[src/hdl/tpp_pkg.sv]
// ----------------------------------------------------------------------------
// tpp_pkg
// Shared types and constants of the trapezoid position profile block.
// ----------------------------------------------------------------------------
package tpp_pkg;

   localparam int SampleRateHzDefault = 1000;
   localparam int FracBitsDefault     = 32;

   // One request item
   typedef struct packed {
      logic               func;
      logic signed [31:0] goal_pos;
      logic signed [31:0] cur_pos;
      logic [19:0]        velocity_rpm;
      logic [19:0]        accel_rpm;
      logic [19:0]        decel_rpm;
      logic [23:0]        sample_index;
   } req_item_type;

   // One response item
   typedef struct packed {
      logic [30:0]        sample_count;
      logic signed [31:0] position;
      logic               accel_raised;
   } rsp_item_type;

   // Configuration register values
   typedef struct packed {
      logic [20:0]        ticks_per_turn;
      logic [19:0]        max_accel_rpm;
      logic [19:0]        max_velocity_rpm;
      logic signed [31:0] pos_upper;
      logic signed [31:0] pos_lower;
      logic [7:0]         accel_dist_gain;
   } cfg_type;

   // Register word index
   typedef enum logic [2:0] {
      REG_TICKS_PER_TURN   = 3'd0,
      REG_MAX_ACCEL_RPM    = 3'd1,
      REG_MAX_VELOCITY_RPM = 3'd2,
      REG_POS_UPPER        = 3'd3,
      REG_POS_LOWER        = 3'd4,
      REG_ACCEL_DIST_GAIN  = 3'd5
   } reg_index_type;

   // Item function codes
   localparam logic FUNC_PLAN   = 1'b0;
   localparam logic FUNC_SAMPLE = 1'b1;

   // Multiply-divide unit request and response
   typedef struct packed {
      logic        start;
      logic [63:0] a;
      logic [63:0] b;
      logic [63:0] c;
   } md_req_type;

   typedef struct packed {
      logic        done;
      logic [63:0] q;
   } md_rsp_type;

   typedef enum logic [1:0] {
      MD_IDLE,
      MD_MUL,
      MD_CHK,
      MD_DIV
   } md_state_type;

   typedef enum logic [4:0] {
      S_IDLE,
      S_V,
      S_VMAX,
      S_A,
      S_D,
      S_AMAX,
      S_LIM,
      S_CLAMP,
      S_X1,
      S_X2,
      S_FIT,
      S_TA,
      S_TD,
      S_T1,
      S_TF,
      S_CNT,
      S_T,
      S_SEL,
      S_P,
      S_Q,
      S_CRU,
      S_POS,
      S_FIN
   } seq_state_type;

endpackage

[src/hdl/tpp_muldiv.sv]
// ----------------------------------------------------------------------------
// tpp_muldiv
// Shared unit: floor(a*b/c) over the exact 128-bit product, saturated.
// Four 32x32 partial products, a range check, then one quotient bit per cycle.
// ----------------------------------------------------------------------------
module tpp_muldiv (
   input  logic               clock,
   input  logic               reset,
   input  tpp_pkg::md_req_type md_req,
   output tpp_pkg::md_rsp_type md_rsp
);
   import tpp_pkg::*;

   md_state_type state_ff, state_in;
   logic [1:0]   k_ff, k_in;
   logic [5:0]   cnt_ff, cnt_in;
   logic         done_ff, done_in;
   logic [63:0]  a_ff, a_in, b_ff, b_in, c_ff, c_in;
   logic [127:0] acc_ff, acc_in;
   logic [63:0]  r_ff, r_in, lo_ff, lo_in;

   logic [31:0]  ma, mb;
   logic [63:0]  prod;
   logic [127:0] shifted;
   logic [63:0]  rs;
   logic         ge;

   // Partial product of the current quarter
   always_comb begin
      ma = k_ff[1] ? a_ff[63:32] : a_ff[31:0];
      mb = k_ff[0] ? b_ff[63:32] : b_ff[31:0];
      prod = ma * mb;
      case (k_ff)
         2'd0:    shifted = {64'd0, prod};
         2'd3:    shifted = {prod, 64'd0};
         default: shifted = {32'd0, prod, 32'd0};
      endcase
      rs = {r_ff[62:0], lo_ff[63]};
      ge = r_ff[63] || (rs >= c_ff);
   end

   // Sequence multiply, range check and restoring division
   always_comb begin
      state_in = state_ff;
      k_in     = k_ff;
      cnt_in   = cnt_ff;
      done_in  = 1'b0;
      a_in     = a_ff;
      b_in     = b_ff;
      c_in     = c_ff;
      acc_in   = acc_ff;
      r_in     = r_ff;
      lo_in    = lo_ff;
      case (state_ff)
         MD_IDLE: begin
            if (md_req.start) begin
               a_in     = md_req.a;
               b_in     = md_req.b;
               c_in     = md_req.c;
               acc_in   = '0;
               k_in     = 2'd0;
               state_in = MD_MUL;
            end
         end
         MD_MUL: begin
            acc_in = acc_ff + shifted;
            k_in   = k_ff + 2'd1;
            if (k_ff == 2'd3) begin
               state_in = MD_CHK;
            end
         end
         MD_CHK: begin
            if ((c_ff == 64'd0) || (acc_ff[127:64] >= c_ff)) begin
               lo_in    = '1;
               done_in  = 1'b1;
               state_in = MD_IDLE;
            end else begin
               r_in     = acc_ff[127:64];
               lo_in    = acc_ff[63:0];
               cnt_in   = 6'd0;
               state_in = MD_DIV;
            end
         end
         MD_DIV: begin
            // quotient bits shift into the low word as dividend bits leave
            r_in   = ge ? (rs - c_ff) : rs;
            lo_in  = {lo_ff[62:0], ge};
            cnt_in = cnt_ff + 6'd1;
            if (cnt_ff == 6'd63) begin
               done_in  = 1'b1;
               state_in = MD_IDLE;
            end
         end
         default: state_in = MD_IDLE;
      endcase
   end

   always_ff @(posedge clock) begin
      if (reset) begin
         state_ff <= MD_IDLE;
         done_ff  <= 1'b0;
      end else begin
         state_ff <= state_in;
         done_ff  <= done_in;
      end
      k_ff   <= k_in;
      cnt_ff <= cnt_in;
      a_ff   <= a_in;
      b_ff   <= b_in;
      c_ff   <= c_in;
      acc_ff <= acc_in;
      r_ff   <= r_in;
      lo_ff  <= lo_in;
   end

   assign md_rsp.done = done_ff;
   assign md_rsp.q    = lo_ff;

endmodule

[config.mk]
export PLATFORM = sky130hd
export DESIGN_NAME = tpp_muldiv
export DESIGN_NICKNAME = d
export VERILOG_FILES = /design/src/hdl/tpp_pkg.sv /design/src/hdl/tpp_muldiv.sv
export SDC_FILE = /design/constraint.sdc
export NUM_CORES = 2
export LEC_CHECK = 0
export BUFFER_PORTS_ARGS = -buffer_cell sky130_fd_sc_hd__buf_2
export CORE_UTILIZATION = 45
export DETAILED_ROUTE_END_ITERATION = 10
export HOLD_SLACK_MARGIN = 0.05
export PLACE_DENSITY = 0.64
export SYNTH_ARGS = -nofsm -noshare
export SYNTH_HDL_FRONTEND = slang
export SYNTH_SLANG_ARGS = --single-unit
[constraint.sdc]
create_clock -name clock -period 15.81 [get_ports clock]
set_input_delay 2.3715 -clock clock [delete_from_list [all_inputs] [get_ports clock]]
set_output_delay 2.3715 -clock clock [all_outputs]
set_load 0.1 [all_outputs]
# Word-level counts from Yosys, hierarchy flattened
# Index checks and enable logic that the tools add are counted.
# totals
reg_bits	459
output_inout_bits	65
# classes
addsub	4
mul	1
magnitude_cmp	2
n_eq_ne	9
mux	22
reduce_logical	11
# ops
cell	n
one-hot mux 128 bit (2 select lines)	2
one-hot mux 64 bit (2 select lines)	2
2-to-1 mux 64 bit	3
adder 128 bit	1
>= comparator 64 bit	2
2-to-1 mux 128 bit	1
logical NOT 64 bit	1
multiplier 32 x 32 -> 64 bit	1
2-to-1 mux 32 bit	2
subtractor 64 bit	1
one-hot mux 6 bit (2 select lines)	1
2-to-1 mux 2 bit	5
!= test 2 bit (second input constant)	4
one-hot mux 2 bit (4 select lines)	1
adder 6 x 1 -> 6 bit (second input constant)	1
equality test 2 bit (second input constant)	3
equality test 6 bit (second input constant)	1
2-to-1 mux 6 bit	1
AND reduction 2 bit	3
logical NOT 2 bit	2
one-hot mux 2 bit (2 select lines)	1
nonzero test 2 bit	2
AND reduction 3 bit	1
adder 2 x 1 -> 2 bit (second input constant)	1
4 further kinds	6

# Longest topological paths before layout
# depth
ltp_word	5
ltp_mapped	47

# Least setup slack after synthesis
# OpenSTA, ideal clock, no wires.
# synth_timing
kind	reg-to-reg
startpoint	reg k_ff[0]
endpoint	reg acc_ff[112], data pin
arrival_time_ns	11.244
required_time_ns	15.551
path_slack_ns	4.307
stages_incl_launch_ff	44
n_path_buf	5
cell_sequence	edfxtp_1 > clkbuf_1 > buf_1 > mux2i_1 > clkbuf_1 > nor2_1 > fa_1 > fa_1 > fa_1 > inv_1 > fa_1 > inv_1 > fa_1 > inv_1 > fa_1 > inv_1 > fa_1 > fa_1 > [8 not listed] > nor2b_4 > o41ai_2 > a21oi_2 > xnor2_2 > a22o_1 > ha_1 > nand4_1 > or2_0 > or3_1 > nor2_1 > nand2_1 > or3_1 > nor3_1 > o211a_1 > or3_1 > buf_2 > nor3_1 > a211o_1
# synth_via
elab_chain_cells	5
word_cells_on_any_way	7
cone_classes	add/sub (1); mul (1); eq/ne (1); mux (3); reduce/logical (1)
# synth_lines
item	line	rtl
from (decl)	tpp_muldiv.sv:15	logic [1:0] k_ff, k_in;
from (signal assigned)	tpp_muldiv.sv:106	k_ff <= k_in;
2-to-1 mux 32 bit	tpp_muldiv.sv:31	mb = k_ff[0] ? b_ff[63:32] : b_ff[31:0];
multiplier 32 x 32 -> 64 bit	tpp_muldiv.sv:32	prod = ma * mb;
one-hot mux 128 bit (2 select lines) (*)	tpp_muldiv.sv:33	case (k_ff)
adder 128 bit (*)	tpp_muldiv.sv:66	acc_in = acc_ff + shifted;
one-hot mux 128 bit (2 select lines) (*)	tpp_muldiv.sv:54	case (state_ff)
to (signal assigned)	tpp_muldiv.sv:111	acc_ff <= acc_in;
to (decl)	tpp_muldiv.sv:19	logic [127:0] acc_ff, acc_in;
# Every way passes the cells marked *; elsewhere a longest branch is shown, timed or not.
# A chain may end at the register's enable or synchronous reset.

# Final worst setup path
# layout_timing
startpoint	reg k_ff[1]
endpoint	reg acc_ff[121], data pin
# layout_via
elab_chain_cells	5
word_cells_on_any_way	7
cone_classes	add/sub (1); mul (1); eq/ne (1); mux (3); reduce/logical (1)
# layout_lines
item	line	rtl
2-to-1 mux 32 bit	tpp_muldiv.sv:30	ma = k_ff[1] ? a_ff[63:32] : a_ff[31:0];
multiplier 32 x 32 -> 64 bit	tpp_muldiv.sv:32	
one-hot mux 128 bit (2 select lines) (*)	tpp_muldiv.sv:33	
adder 128 bit (*)	tpp_muldiv.sv:66	
one-hot mux 128 bit (2 select lines) (*)	tpp_muldiv.sv:54	
# Marks and branches as above.

==> qor.json <==
{
  "synth_fp_nets": {"value": 8775},
  "worstMarginPinSlew": {"value": 1.19, "unit": "ns"},
  "effective_utilization_at_floorplan": {"value": 45.5, "unit": "%"},
  "timing.final.crit_period": {"value": 13.59, "unit": "ns"},
  "timing.reg2reg.worst_path_depth": {"value": 42},
  "die_area": {"value": 145000, "unit": "sq um"},
  "clk_root_buffer_cell": {"value": "sky130_fd_sc_hd__clkbuf_16"},
  "tritoncts": {"value": "built"},
  "drtAntennaViolNets": {"value": 0},
  "fmax": {"value": 73.6, "unit": "MHz"},
  "top_usage_layer": {"value": "met2"},
  "min_path_type": {"value": "flip-flop to flip-flop"},
  "postSynthAreaPerCell": {"value": 9.03, "unit": "sq um"},
  "gr-usage-met1": {"value": 43.5, "unit": "%"},
  "fin_crit_sh": {"value": 85.9, "unit": "%"},
  "netlist_instances": {"value": 7154},
  "gr-usage-all-layers": {"value": 31.5, "unit": "%"},
  "dr_total_vias": {"value": 53900},
  "hold_path_depth": {"value": 2},
  "synth-seq-cells": {"value": 459},
  "synth_ff_type": {"value": "sky130_fd_sc_hd__edfxtp_1"},
  "grt_start_max_net_pins": {"value": 73},
  "wire_per_inst": {"value": 25.0, "unit": "um"},
  "synth_sequential_area_ratio": {"value": 21.3, "unit": "%"},
  "post_cts_hold_buffer_count": {"value": 0},
  "cts.clk_slew.worst_paths": {"value": 0.07, "unit": "ns"},
  "io_pins": {"value": 260},
  "gr-usage-met3": {"value": 7.40, "unit": "%"},
  "slew_headroom": {"value": 20.2, "unit": "%"},
  "detail_route.vias_per_cell": {"value": 5.88},
  "grt_first_pass_wirelength": {"value": 343000, "unit": "um"},
  "routed_wl": {"value": 229000, "unit": "um"},
  "crit-reg2reg-capture": {"value": "acc_ff[121]$_SDFFCE_PN0P_"},
  "hold_end": {"value": "lo_ff[63]$_DFFE_PP_"},
  "core_region_area": {"value": 142000, "unit": "sq um"},
  "chipWidth": {"value": 381, "unit": "um"},
  "cp_max_fo": {"value": 66},
  "seqCellArea": {"value": 13800, "unit": "sq um"},
  "placement_rows": {"value": 138},
  "hpwlAfterDp": {"value": 180000, "unit": "um"},
  "hold_viol": {"value": 0},
  "first_iter_violations": {"value": 5426},
  "end_kind": {"value": "flip-flop"},
  "mostFrequentLayoutCells": {"value": "sky130_fd_sc_hd__inv_1 (1009), sky130_fd_sc_hd__nor2_1 (927), sky130_fd_sc_hd__nand2_1 (914)"},
  "cts.sink_count": {"value": 459},
  "setup_violations": {"value": 0},
  "finalClockSkew": {"value": 0.0540, "unit": "ns"},
  "met2_usage": {"value": 46.8, "unit": "%"},
  "routabilityCongestion": {"value": 1.02},
  "nFillCells": {"value": 13500},
  "post-synth-top-area-fraction": {"value": 27.8, "unit": "%"},
  "final_net_count": {"value": 8854},
  "grt_setup_unrepaired": {"value": "false"},
  "worstSetupStartpointType": {"value": "flip-flop"},
  "synth_area": {"value": 64600, "unit": "sq um"},
  "drt_drc_violations_left": {"value": 0},
  "status": {"value": "completed"},
  "critPathSlowestCell": {"value": "sky130_fd_sc_hd__mux2i_2"},
  "rr_startpoint": {"value": "k_ff[1]$_SDFFCE_PN0P_"},
  "clock_tree.buffer_depth": {"value": 3},
  "synth_warnings": {"value": 0},
  "drive_above_1_share": {"value": 8.63, "unit": "%"},
  "crit_required": {"value": 16.23, "unit": "ns"},
  "dieHeight": {"value": 381, "unit": "um"},
  "post-cts-setup-buffer-count": {"value": 0},
  "synth_top_area_cell": {"value": "sky130_fd_sc_hd__fa_1"},
  "vias_in_the_first_global_route": {"value": 54600},
  "synth_edf_count": {"value": 456},
  "timing.critical_path.arrival": {"value": 14.00, "unit": "ns"},
  "worst_setup_path_category": {"value": "flip-flop to flip-flop"},
  "grt_antenna_before_repair": {"value": 5},
  "cp_slowest_stage_delay": {"value": 0.85, "unit": "ns"},
  "setup-tns-final": {"value": 0, "unit": "ns"},
  "synth.top_cells.by_area": {"value": "sky130_fd_sc_hd__fa_1 (28%), sky130_fd_sc_hd__edfxtp_1 (21%), sky130_fd_sc_hd__ha_1 (10%)"},
  "insertion_delay": {"value": 0.73, "unit": "ns"},
  "ff2ff_setup_slack": {"value": 2.22, "unit": "ns"},
  "timing.max_cap.violations": {"value": 0},
  "layout_commonest_cell": {"value": "sky130_fd_sc_hd__inv_1"},
  "multi_input_area": {"value": 46100, "unit": "sq um"},
  "areaGrowthSynthToFinish": {"value": 8.32, "unit": "%"},
  "final_util": {"value": 49.3, "unit": "%"},
  "grt-ovfl-total": {"value": 0},
  "hold_path.startpoint": {"value": "lo_ff[62]$_DFFE_PP_"},
  "drt_pass1_iterations": {"value": 9},
  "maxSlewViolCount": {"value": 0},
  "port_buffers": {"value": 259},
  "post_cts_resized": {"value": 0},
  "synth.distinct_cells": {"value": 100},
  "cts-htree-levels": {"value": 2},
  "asyncSetResetFlopFracSynth": {"value": 0, "unit": "%"},
  "tritoncts.num_buffers": {"value": 57},
  "top_cell_by_count_worst_path": {"value": "sky130_fd_sc_hd__fa_1"}
}
## how the worst max path moves through the flow
stage	slack, ns	from	endpoint
floorplan	4.31	k_ff[0]$_SDFFCE_PN0P_	acc_ff[112]$_SDFFCE_PN0P_
global placement	2.48	k_ff[1]$_SDFFCE_PN0P_	acc_ff[121]$_SDFFCE_PN0P_
detailed placement	2.55	k_ff[1]$_SDFFCE_PN0P_	acc_ff[121]$_SDFFCE_PN0P_
CTS	2.50	k_ff[1]$_SDFFCE_PN0P_	acc_ff[121]$_SDFFCE_PN0P_
global route	1.67	k_ff[1]$_SDFFCE_PN0P_	acc_ff[121]$_SDFFCE_PN0P_
finish	2.22	k_ff[1]$_SDFFCE_PN0P_	acc_ff[121]$_SDFFCE_PN0P_
## worst max-delay path, delay by kind of cell (launching register included)
family,cells,cell delay [ns]
adder cells (fa/ha/maj),10,4.79
AO/OA/AOI/OAI,16,3.96
XOR/XNOR,2,0.89
buffers and inverters,7,1.06
AND/OR/NAND/NOR,6,1.18
flip-flops,1,0.37
multiplexers,1,0.85
## cells in the mapped netlist, types with 20 or more instances
cell type                  instances
sky130_fd_sc_hd__buf_2            28
sky130_fd_sc_hd__nor2b_1          30
sky130_fd_sc_hd__fa_1            898
sky130_fd_sc_hd__mux2i_1          66
sky130_fd_sc_hd__nand4_1         104
sky130_fd_sc_hd__ha_1            528
sky130_fd_sc_hd__edfxtp_1        456
sky130_fd_sc_hd__and2_1           63
sky130_fd_sc_hd__o21bai_1         59
sky130_fd_sc_hd__nor2_1          931
sky130_fd_sc_hd__a31oi_1          67
sky130_fd_sc_hd__o31ai_1          20
sky130_fd_sc_hd__a211oi_1         25
sky130_fd_sc_hd__mux2_2           63
sky130_fd_sc_hd__xor2_1           90
sky130_fd_sc_hd__nand3_1          54
sky130_fd_sc_hd__nand2_1         916
sky130_fd_sc_hd__xnor2_1         136
sky130_fd_sc_hd__o21a_1           28
sky130_fd_sc_hd__inv_1          1009
sky130_fd_sc_hd__o21ai_0         205
sky130_fd_sc_hd__nor3_1           54
sky130_fd_sc_hd__clkbuf_1        291
sky130_fd_sc_hd__nor4_1           31
sky130_fd_sc_hd__a21oi_1         364
sky130_fd_sc_hd__and3_1           28
sky130_fd_sc_hd__a22o_1           44
sky130_fd_sc_hd__o21ai_1          83
sky130_fd_sc_hd__a21o_1          182
sky130_fd_sc_hd__o211ai_1         27
## flip-flops by register name, indices dropped and copies added (netlist names)
signal    flops
r_ff         64
cnt_ff        6
acc_ff      128
a_ff         64
lo_ff        64
c_ff         64
state_ff      2
done_ff       1
b_ff         64
k_ff          2
## cell type report
class / count / area share [%]
clock buffers: 62 / 2.06
multi-input cells: 5342 / 65.8
flip-flops and latches: 459 / 19.7
repair buffers: 361 / 2.98
clock inverters: 44 / 0.686
diodes: 5 / 0.0179
inverters: 1012 / 5.43
well taps: 1890 / 3.38
## cells by family after synthesis
kind of cell    Yosys count  share of synthesized area, %
simple gates           2304                          15.1
xor+xnor                227                          3.09
buf+inv                1353                          7.93
flops                   459                          21.3
mux                     129                          2.12
compound gates         1256                          12.5
fa+ha+maj              1426                          38.0
## through the flow
| step | instance area [sq um] | hold slack, ns | cells | setup WS (ns) |
|---|---|---|---|---|
| after CTS | 70000 | 0.526 | 9170 | 2.50 |
| after global routing | 70000 | 0.547 | 9170 | 1.67 |
| after global placement | 68100 | 0.514 | 9064 | 2.48 |
| final | 70000 | 0.528 | 9175 | 2.22 |
| after floorplan | 64600 | 0.546 | 7154 | 4.31 |
| after detailed placement | 68100 | 0.525 | 9064 | 2.55 |
## layer usage
layer  up-vias  share of wire (%)
li1      23700                  -
met1     26900                 42
met2      2733                 43
met3       547                 10
met4         4                5.0
met5         -              0.012
Power is left out: the tool's default activity adds up to more than one toggle a clock period on the data nets, which glitch-free logic cannot reach.
